--- config.mk ---
export PLATFORM = sky130hd
export DESIGN_NAME = ima_adpcm_nibble_decoder_top_flat
export DESIGN_NICKNAME = d
export VERILOG_FILES = /design/src/hdl/ima_dec_pkg.sv /design/src/hdl/ima_dec_if.sv /design/src/hdl/ima_dec_step.sv /design/src/hdl/ima_adpcm_nibble_decoder_top.sv /design/src/flat_wrapper.sv
export SDC_FILE = /design/constraint.sdc
export NUM_CORES = 1
export LEC_CHECK = 0
export BUFFER_PORTS_ARGS = -buffer_cell sky130_fd_sc_hd__buf_4
export CORE_UTILIZATION = 40
export CTS_CLUSTER_DIAMETER = 120
export CTS_CLUSTER_SIZE = 12
export DETAILED_ROUTE_END_ITERATION = 8
export HOLD_SLACK_MARGIN = 0.08
export PLACE_DENSITY_LB_ADDON = 0.25
export SKIP_CTS_REPAIR_TIMING = 1
export SKIP_LAST_GASP = 1
export SLEW_MARGIN = 20
export SYNTH_ARGS = -nofsm -noshare
export SYNTH_HDL_FRONTEND = slang
export SYNTH_SLANG_ARGS = --single-unit
--- constraint.sdc ---
create_clock -name clk -period 11.9 [get_ports clk]
set_clock_uncertainty 0.1 [all_clocks]
set_input_delay 2.38 -clock clk [delete_from_list [all_inputs] [get_ports clk]]
set_output_delay 2.38 -clock clk [all_outputs]
set_load 0.01 [all_outputs]
--- src/hdl/ima_dec_pkg.sv ---
`timescale 1ns / 1ps
// ----------------------------------------------------------------------------
// ima_dec_pkg
// Shared types, constants and tables of the IMA ADPCM nibble decoder.
// ----------------------------------------------------------------------------
package ima_dec_pkg;

  localparam int SampleW = 16;
  localparam int IdxW    = 7;
  localparam int StepW   = 15;
  localparam int DiffW   = StepW + 2;
  localparam int SumW    = SampleW + 2;
  localparam int AdjW    = 5;

  localparam logic [IdxW-1:0]           IdxMax    = IdxW'(88);
  localparam logic signed [SumW-1:0]    SampleMax = SumW'(32767);
  localparam logic signed [SumW-1:0]    SampleMin = -SumW'(32768);

  // Decoder state carried from one code to the next.
  typedef struct packed {
    logic signed [SampleW-1:0] pred;
    logic [IdxW-1:0]           idx;
  } ima_dec_state_t;

  function automatic logic [StepW-1:0] step_lut(input logic [IdxW-1:0] idx);
    logic [StepW-1:0] s;
    case (idx)
      7'd0:  s = 15'd7;     7'd1:  s = 15'd8;     7'd2:  s = 15'd9;
      7'd3:  s = 15'd10;    7'd4:  s = 15'd11;    7'd5:  s = 15'd12;
      7'd6:  s = 15'd13;    7'd7:  s = 15'd14;    7'd8:  s = 15'd16;
      7'd9:  s = 15'd17;    7'd10: s = 15'd19;    7'd11: s = 15'd21;
      7'd12: s = 15'd23;    7'd13: s = 15'd25;    7'd14: s = 15'd28;
      7'd15: s = 15'd31;    7'd16: s = 15'd34;    7'd17: s = 15'd37;
      7'd18: s = 15'd41;    7'd19: s = 15'd45;    7'd20: s = 15'd50;
      7'd21: s = 15'd55;    7'd22: s = 15'd60;    7'd23: s = 15'd66;
      7'd24: s = 15'd73;    7'd25: s = 15'd80;    7'd26: s = 15'd88;
      7'd27: s = 15'd97;    7'd28: s = 15'd107;   7'd29: s = 15'd118;
      7'd30: s = 15'd130;   7'd31: s = 15'd143;   7'd32: s = 15'd157;
      7'd33: s = 15'd173;   7'd34: s = 15'd190;   7'd35: s = 15'd209;
      7'd36: s = 15'd230;   7'd37: s = 15'd253;   7'd38: s = 15'd279;
      7'd39: s = 15'd307;   7'd40: s = 15'd337;   7'd41: s = 15'd371;
      7'd42: s = 15'd408;   7'd43: s = 15'd449;   7'd44: s = 15'd494;
      7'd45: s = 15'd544;   7'd46: s = 15'd598;   7'd47: s = 15'd658;
      7'd48: s = 15'd724;   7'd49: s = 15'd796;   7'd50: s = 15'd876;
      7'd51: s = 15'd963;   7'd52: s = 15'd1060;  7'd53: s = 15'd1166;
      7'd54: s = 15'd1282;  7'd55: s = 15'd1411;  7'd56: s = 15'd1552;
      7'd57: s = 15'd1707;  7'd58: s = 15'd1878;  7'd59: s = 15'd2066;
      7'd60: s = 15'd2272;  7'd61: s = 15'd2499;  7'd62: s = 15'd2749;
      7'd63: s = 15'd3024;  7'd64: s = 15'd3327;  7'd65: s = 15'd3660;
      7'd66: s = 15'd4026;  7'd67: s = 15'd4428;  7'd68: s = 15'd4871;
      7'd69: s = 15'd5358;  7'd70: s = 15'd5894;  7'd71: s = 15'd6484;
      7'd72: s = 15'd7132;  7'd73: s = 15'd7845;  7'd74: s = 15'd8630;
      7'd75: s = 15'd9493;  7'd76: s = 15'd10442; 7'd77: s = 15'd11487;
      7'd78: s = 15'd12635; 7'd79: s = 15'd13899; 7'd80: s = 15'd15289;
      7'd81: s = 15'd16818; 7'd82: s = 15'd18500; 7'd83: s = 15'd20350;
      7'd84: s = 15'd22385; 7'd85: s = 15'd24623; 7'd86: s = 15'd27086;
      7'd87: s = 15'd29794;
      default: s = 15'd32767;
    endcase
    return s;
  endfunction

  function automatic logic signed [AdjW-1:0] idx_adjust(input logic [2:0] mag);
    logic signed [AdjW-1:0] a;
    case (mag)
      3'd4:    a = AdjW'(2);
      3'd5:    a = AdjW'(4);
      3'd6:    a = AdjW'(6);
      3'd7:    a = AdjW'(8);
      default: a = -AdjW'(1);
    endcase
    return a;
  endfunction

endpackage

--- src/hdl/ima_dec_if.sv ---
`timescale 1ns / 1ps
// ----------------------------------------------------------------------------
// ima_dec_if
// Valid/ready channels of the decoder: packed code bytes in, samples out.
// ----------------------------------------------------------------------------
interface ima_dec_in_if;
  logic       valid;
  logic       ready;
  logic [7:0] packed_codes;
  logic       restart;
  logic       final_byte;

  modport source (output valid, output packed_codes, output restart,
                  output final_byte, input ready);
  modport sink   (input valid, input packed_codes, input restart,
                  input final_byte, output ready);
endinterface

interface ima_dec_out_if;
  logic                                 valid;
  logic                                 ready;
  logic signed [ima_dec_pkg::SampleW-1:0] sample;
  logic                                 second_of_pair;
  logic                                 buffer_end;

  modport source (output valid, output sample, output second_of_pair,
                  output buffer_end, input ready);
  modport sink   (input valid, input sample, input second_of_pair,
                  input buffer_end, output ready);
endinterface

--- src/hdl/ima_dec_step.sv ---
`timescale 1ns / 1ps
// ----------------------------------------------------------------------------
// ima_dec_step
// One IMA ADPCM code: step lookup, difference, saturating predictor update
// and clamped step index update.
// ----------------------------------------------------------------------------
module ima_dec_step (
  input  ima_dec_pkg::ima_dec_state_t st_in,
  input  logic [3:0]                  code,
  output ima_dec_pkg::ima_dec_state_t st_out
);

  logic [ima_dec_pkg::IdxW-1:0]         idx_c;
  logic [ima_dec_pkg::StepW-1:0]        step;
  logic [ima_dec_pkg::DiffW-1:0]        diff;
  logic signed [ima_dec_pkg::SumW-1:0]  pred_ext;
  logic signed [ima_dec_pkg::SumW-1:0]  diff_ext;
  logic signed [ima_dec_pkg::SumW-1:0]  sum;
  logic signed [ima_dec_pkg::AdjW-1:0]  adj;
  logic signed [ima_dec_pkg::IdxW:0]    idx_sum;

  always_comb begin
    idx_c = (st_in.idx > ima_dec_pkg::IdxMax) ? ima_dec_pkg::IdxMax : st_in.idx;
    step  = ima_dec_pkg::step_lut(idx_c);

    diff = ima_dec_pkg::DiffW'(step >> 3);
    if (code[2]) begin
      diff = diff + ima_dec_pkg::DiffW'(step);
    end
    if (code[1]) begin
      diff = diff + ima_dec_pkg::DiffW'(step >> 1);
    end
    if (code[0]) begin
      diff = diff + ima_dec_pkg::DiffW'(step >> 2);
    end

    pred_ext = ima_dec_pkg::SumW'(st_in.pred);
    diff_ext = $signed({1'b0, diff});
    sum      = code[3] ? (pred_ext - diff_ext) : (pred_ext + diff_ext);

    if (sum > ima_dec_pkg::SampleMax) begin
      st_out.pred = ima_dec_pkg::SampleW'(ima_dec_pkg::SampleMax);
    end else if (sum < ima_dec_pkg::SampleMin) begin
      st_out.pred = ima_dec_pkg::SampleW'(ima_dec_pkg::SampleMin);
    end else begin
      st_out.pred = sum[ima_dec_pkg::SampleW-1:0];
    end

    adj     = ima_dec_pkg::idx_adjust(code[2:0]);
    idx_sum = $signed({1'b0, idx_c}) +
              $signed({{(ima_dec_pkg::IdxW + 1 - ima_dec_pkg::AdjW){adj[ima_dec_pkg::AdjW-1]}},
                       adj});
    if (idx_sum[ima_dec_pkg::IdxW]) begin
      st_out.idx = '0;
    end else if (idx_sum[ima_dec_pkg::IdxW-1:0] > ima_dec_pkg::IdxMax) begin
      st_out.idx = ima_dec_pkg::IdxMax;
    end else begin
      st_out.idx = idx_sum[ima_dec_pkg::IdxW-1:0];
    end
  end

endmodule

--- src/hdl/ima_adpcm_nibble_decoder_top.sv ---
`timescale 1ns / 1ps
// ----------------------------------------------------------------------------
// ima_adpcm_nibble_decoder_top
// IMA ADPCM decoder: one byte of two 4-bit codes in, two 16-bit samples out.
// ----------------------------------------------------------------------------
//  channel | dir | beat
//  in_ch   | in  | packed_codes[7:0], restart, final_byte
//  out_ch  | out | sample[15:0] signed, second_of_pair, buffer_end
//
//  A byte sits in an input register and is decoded one nibble per cycle,
//  high nibble first, while the output is not stalled, into an output
//  register by the single shared decode step. The next byte is taken in
//  the cycle its predecessor's low nibble is decoded. A stalled output
//  holds both the output register and the byte in progress. Synchronous
//  reset clears the predictor, the step index and all valid flags.
// ----------------------------------------------------------------------------
module ima_adpcm_nibble_decoder_top (
  input  logic                 clk,
  input  logic                 rst_n,
  ima_dec_in_if.sink           in_ch,
  ima_dec_out_if.source        out_ch
);

  logic       hold_v_r, hold_v_nxt;
  logic       phase_r, phase_nxt;
  logic [7:0] codes_r, codes_nxt;
  logic       restart_r, restart_nxt;
  logic       final_r, final_nxt;

  ima_dec_pkg::ima_dec_state_t st_r, st_nxt, st_cur, st_step;

  logic                                   out_v_r, out_v_nxt;
  logic signed [ima_dec_pkg::SampleW-1:0] sample_r, sample_nxt;
  logic                                   second_r, second_nxt;
  logic                                   end_r, end_nxt;

  logic       fire;
  logic       in_take;
  logic [3:0] code;

  assign fire    = hold_v_r && (!out_v_r || out_ch.ready);
  assign in_ch.ready = !hold_v_r || (fire && phase_r);
  assign in_take = in_ch.valid && in_ch.ready;

  assign code = phase_r ? codes_r[3:0] : codes_r[7:4];

  // Restart zeroes the state ahead of the high nibble only.
  always_comb begin
    st_cur = st_r;
    if (!phase_r && restart_r) begin
      st_cur = '0;
    end
  end

  ima_dec_step u_step (
    .st_in  (st_cur),
    .code   (code),
    .st_out (st_step)
  );

  always_comb begin
    hold_v_nxt  = hold_v_r;
    phase_nxt   = phase_r;
    codes_nxt   = codes_r;
    restart_nxt = restart_r;
    final_nxt   = final_r;
    st_nxt      = st_r;
    if (fire) begin
      st_nxt    = st_step;
      phase_nxt = !phase_r;
      if (phase_r) begin
        hold_v_nxt = 1'b0;
      end
    end
    if (in_take) begin
      hold_v_nxt  = 1'b1;
      phase_nxt   = 1'b0;
      codes_nxt   = in_ch.packed_codes;
      restart_nxt = in_ch.restart;
      final_nxt   = in_ch.final_byte;
    end
  end

  always_comb begin
    out_v_nxt  = out_v_r;
    sample_nxt = sample_r;
    second_nxt = second_r;
    end_nxt    = end_r;
    if (fire) begin
      out_v_nxt  = 1'b1;
      sample_nxt = st_step.pred;
      second_nxt = phase_r;
      end_nxt    = phase_r && final_r;
    end else if (out_ch.ready) begin
      out_v_nxt = 1'b0;
    end
  end

  always_ff @(posedge clk) begin
    if (!rst_n) begin
      hold_v_r <= 1'b0;
      phase_r  <= 1'b0;
      out_v_r  <= 1'b0;
      st_r     <= '0;
    end else begin
      hold_v_r <= hold_v_nxt;
      phase_r  <= phase_nxt;
      out_v_r  <= out_v_nxt;
      st_r     <= st_nxt;
    end
  end

  always_ff @(posedge clk) begin
    codes_r   <= codes_nxt;
    restart_r <= restart_nxt;
    final_r   <= final_nxt;
    sample_r  <= sample_nxt;
    second_r  <= second_nxt;
    end_r     <= end_nxt;
  end

  assign out_ch.valid          = out_v_r;
  assign out_ch.sample         = sample_r;
  assign out_ch.second_of_pair = second_r;
  assign out_ch.buffer_end     = end_r;

`ifndef ASSERT_OFF
  a_idx_range: assert property (@(posedge clk) disable iff (!rst_n)
    st_r.idx <= ima_dec_pkg::IdxMax)
    else $error("step index left its range");

  a_no_take_mid_byte: assert property (@(posedge clk) disable iff (!rst_n)
    in_take |-> (!hold_v_r || phase_r))
    else $error("byte taken before high nibble decoded");

  a_phase_needs_byte: assert property (@(posedge clk) disable iff (!rst_n)
    phase_r |-> hold_v_r)
    else $error("low-nibble phase without a held byte");

  a_pair_follows: assert property (@(posedge clk) disable iff (!rst_n)
    (out_ch.valid && out_ch.ready && !out_ch.second_of_pair)
      |=> (out_ch.valid && out_ch.second_of_pair))
    else $error("low-nibble sample did not follow high-nibble sample");

  a_end_on_second: assert property (@(posedge clk) disable iff (!rst_n)
    (out_ch.valid && out_ch.buffer_end) |-> out_ch.second_of_pair)
    else $error("buffer end flagged on high-nibble sample");
`endif

endmodule
--- src/flat_wrapper.sv ---
// flat-port wrapper written by rule: the top's interface ports become plain ports
module ima_adpcm_nibble_decoder_top_flat 
  (clk, rst_n, in_ch_valid, in_ch_packed_codes, in_ch_restart, in_ch_final_byte, in_ch_ready, out_ch_valid, out_ch_sample, out_ch_second_of_pair, out_ch_buffer_end, out_ch_ready);
  ima_dec_in_if in_ch_i ();
  ima_dec_out_if out_ch_i ();
  input  logic clk;
  input  logic rst_n;
  input wire logic [$bits(in_ch_i.valid)-1:0] in_ch_valid;
  input wire logic [$bits(in_ch_i.packed_codes)-1:0] in_ch_packed_codes;
  input wire logic [$bits(in_ch_i.restart)-1:0] in_ch_restart;
  input wire logic [$bits(in_ch_i.final_byte)-1:0] in_ch_final_byte;
  output wire logic [$bits(in_ch_i.ready)-1:0] in_ch_ready;
  output wire logic [$bits(out_ch_i.valid)-1:0] out_ch_valid;
  output wire logic [$bits(out_ch_i.sample)-1:0] out_ch_sample;
  output wire logic [$bits(out_ch_i.second_of_pair)-1:0] out_ch_second_of_pair;
  output wire logic [$bits(out_ch_i.buffer_end)-1:0] out_ch_buffer_end;
  input wire logic [$bits(out_ch_i.ready)-1:0] out_ch_ready;
  assign in_ch_i.valid = in_ch_valid;
  assign in_ch_i.packed_codes = in_ch_packed_codes;
  assign in_ch_i.restart = in_ch_restart;
  assign in_ch_i.final_byte = in_ch_final_byte;
  assign in_ch_ready = in_ch_i.ready;
  assign out_ch_valid = out_ch_i.valid;
  assign out_ch_sample = out_ch_i.sample;
  assign out_ch_second_of_pair = out_ch_i.second_of_pair;
  assign out_ch_buffer_end = out_ch_i.buffer_end;
  assign out_ch_i.ready = out_ch_ready;
  ima_adpcm_nibble_decoder_top u_core (.clk(clk), .rst_n(rst_n), .in_ch(in_ch_i), .out_ch(out_ch_i));
endmodule
==> out/metrics.yaml <==
required_ns: 11.84
rsz0062_at_grt: "no"
grt_pass1_wl_um: 42500
grt_overflow: 0
port_buffers: 33
tritoncts: "yes"
dr.pass1.iters: 5
drtIter0Drc: 1001
max_freq_mhz: 91.3
hold_violations: 0
period_share: 0.920
met1Wirelength_um: 11900
drc: 0
grt_pass1_vias: 7911
nFillCells: 2024
drive_gt1_frac: 0.0894
worstSetupPathType: "flip-flop to flip-flop"
grt_max_degree: 49
ir_worst_vdd_mv: 0.0742
period_needed_ns: 10.95
highest_layer: "met4"
die_w_um: 144
hold_path.class: "flip-flop to flip-flop"
path_clk_slew_ns: 0.07
fp.coreArea_mm2: 0.0195
maxCapViolCount: 0
met2WireLength_um: 12000
die_y_um: 144
viasPerCell: 6.26
async_reset_ff_frac: 0
root_buffer: "clkbuf_16"
die-area_mm2: 0.0206
placed_area_mm2: 0.00859
critPathSlowestCell: "a31oi_1"
worst_setup_path_start_kind: "flip-flop"
slew_headroom: 0.297
nets: 1209
clkLatencyLatePin_ns: 0.29
wire_per_inst_um: 19.4
syn_area_mm2: 0.00801
syn-instance-count: 1105
cts_made_buffers: 5
place_congestion: 1.02
wl_um: 26900
ys_dominant_reg_cell: "edfxtp_1"
syn-num-nets: 1197
rows: 51
dpl.hpwl_um: 20400
final_area_mm2: 0.00877
mostFrequentLayoutCell: "nand2_1"
final_cell_mix: "121 x nand2_1, 103 x o21ai_0, 95 x a21oi_1"
diodes: 0
tightest_slew_ns: 1.05
setup_tns_ns: 0
cts_max_path_buffers: 2
ys_ff_latch: 54
path_max_fanout: 20
wl_met3_um: 1930
synth.distinct_cells: 79
route.vias.total: 8657
worstPathArrival_ns: 10.89
cp_common_cell: "o21ai_0"
start_util: 0.410
synth_edf_count: 28
final-setup-viol-count: 0
slew_violations: 0
synth_area_per_cell_um2: 7.25
pin_count: 34
crit_path_end_kind: "flip-flop"
synth-seq-area-share: 0.170
p_per_area_mw_per_mm2: 131
final_antenna_net_count: 0
area_delta_synth_final_pct: 9.48
status: "finished, final reports clean"
antenna_found_initial: 0
clock_sinks: 54
yosysWarnings: 0
cts_htree_levels: 2
p_leak_nw: 3.57
track_usage: 0.263
max_stage_delay_ns: 0.58
## synth_stat cells, types with 18 or more instances
cell type / instances / area [µm²]
o31ai_1: 18 / 135
a21oi_1: 95 / 475
nand2_1: 121 / 454
a31oi_1: 31 / 194
nor3_1: 27 / 135
o21ai_0: 103 / 515
nor2_1: 91 / 342
edfxtp_1: 28 / 841
and2_1: 24 / 150
dfxtp_1: 26 / 521
clkbuf_1: 41 / 154
ha_1: 73 / 913
nand3_1: 35 / 175
xor2_1: 24 / 210
a211oi_1: 21 / 158
xnor2_1: 38 / 333
a21o_1: 24 / 180
inv_1: 43 / 161
## final cells by class
cell class,instances,area [µm²],area share
clock buffers,6,129,0.0147
clock inverters,2,37.5,0.00428
inverters,45,169,0.0193
multi-input cells,943,6230,0.711
flip-flops and latches,54,1360,0.155
well taps,265,332,0.0378
repair buffers,68,510,0.0582
## per-stage QoR
| step | hold slack (ns) | std cells | setup WS, ns | utilization | total power, mW |
|---|---|---|---|---|---|
| 6_report | 0.375 | 1383 | 0.951 | 0.449 | 1.15 |
| 5_1_grt | 0.410 | 1383 | 0.0563 | 0.449 | 1.24 |
| 4_1_cts | 0.380 | 1383 | 0.787 | 0.449 | 1.14 |
| 3_5_place_dp | 0.367 | 1375 | 0.873 | 0.440 | 0.969 |
| 3_3_place_gp | 0.362 | 1375 | 0.888 | 0.440 | 0.970 |
| 2_1_floorplan | 0.303 | 1105 | 2.04 | - | 0.796 |
## power breakdown
part	switching, mW	total (mW)	internal (mW)
sequential	0.0130	0.254	0.241
clock	0.0662	0.166	0.0994
combinational	0.440	0.727	0.286
total	0.520	1.15	0.627
## state kept, by name, indices dropped and copies added (netlist names)
register	flops
u_core.hold_v_r	1
u_core.out_ch.second_of_pair	1
u_core.out_ch.sample	16
u_core.phase_r	1
u_core.final_r	1
u_core.st_r	23
u_core.restart_r	1
u_core.codes_r	8
u_core.out_ch.valid	1
u_core.out_ch.buffer_end	1
## kinds of logic after synthesis
group,count (synthesis),share of synthesized area
buffers and inverters,108,0.0542
xor gates and xnor gates,63,0.0706
adders and majority gates,80,0.129
and+or+nand+nor,361,0.212
DFF,54,0.170
AOI/OAI and AO/OA,423,0.344
muxes,16,0.0209
## metal layers
layer  up-vias  global-route usage
met5         -                   0
met4         0              0.0980
met3       102              0.0403
met2       417               0.427
met1      3990               0.351
li1       4148                   -
## critical path, delay by kind of cell (launching register included)
family          cells  cell delay [ns]
mux                 1             0.10
compound gates     23             5.73
buf+inv             3             0.58
flops               1             0.30
simple gates       10             1.61
fa+ha+maj           5             1.81
xor+xnor            3             0.46
## worst paths after layout
kind / startpoint / to / slack [ns] / cells past startpoint
worst max-delay path: u_core.st_r[4]$_SDFFE_PN0P_ / u_core.out_ch.sample[1]$_DFFE_PP_ / 0.95 / 45
worst min-delay path: u_core.st_r[8]$_SDFFE_PN0P_ / u_core.st_r[8]$_SDFFE_PN0P_ / 0.37 / 2
worst max register to register: u_core.st_r[4]$_SDFFE_PN0P_ / u_core.out_ch.sample[1]$_DFFE_PP_ / 0.95 / 45
worst min register to register: u_core.st_r[8]$_SDFFE_PN0P_ / u_core.st_r[8]$_SDFFE_PN0P_ / 0.37 / 2
Power figures use the tool's default switching activity.
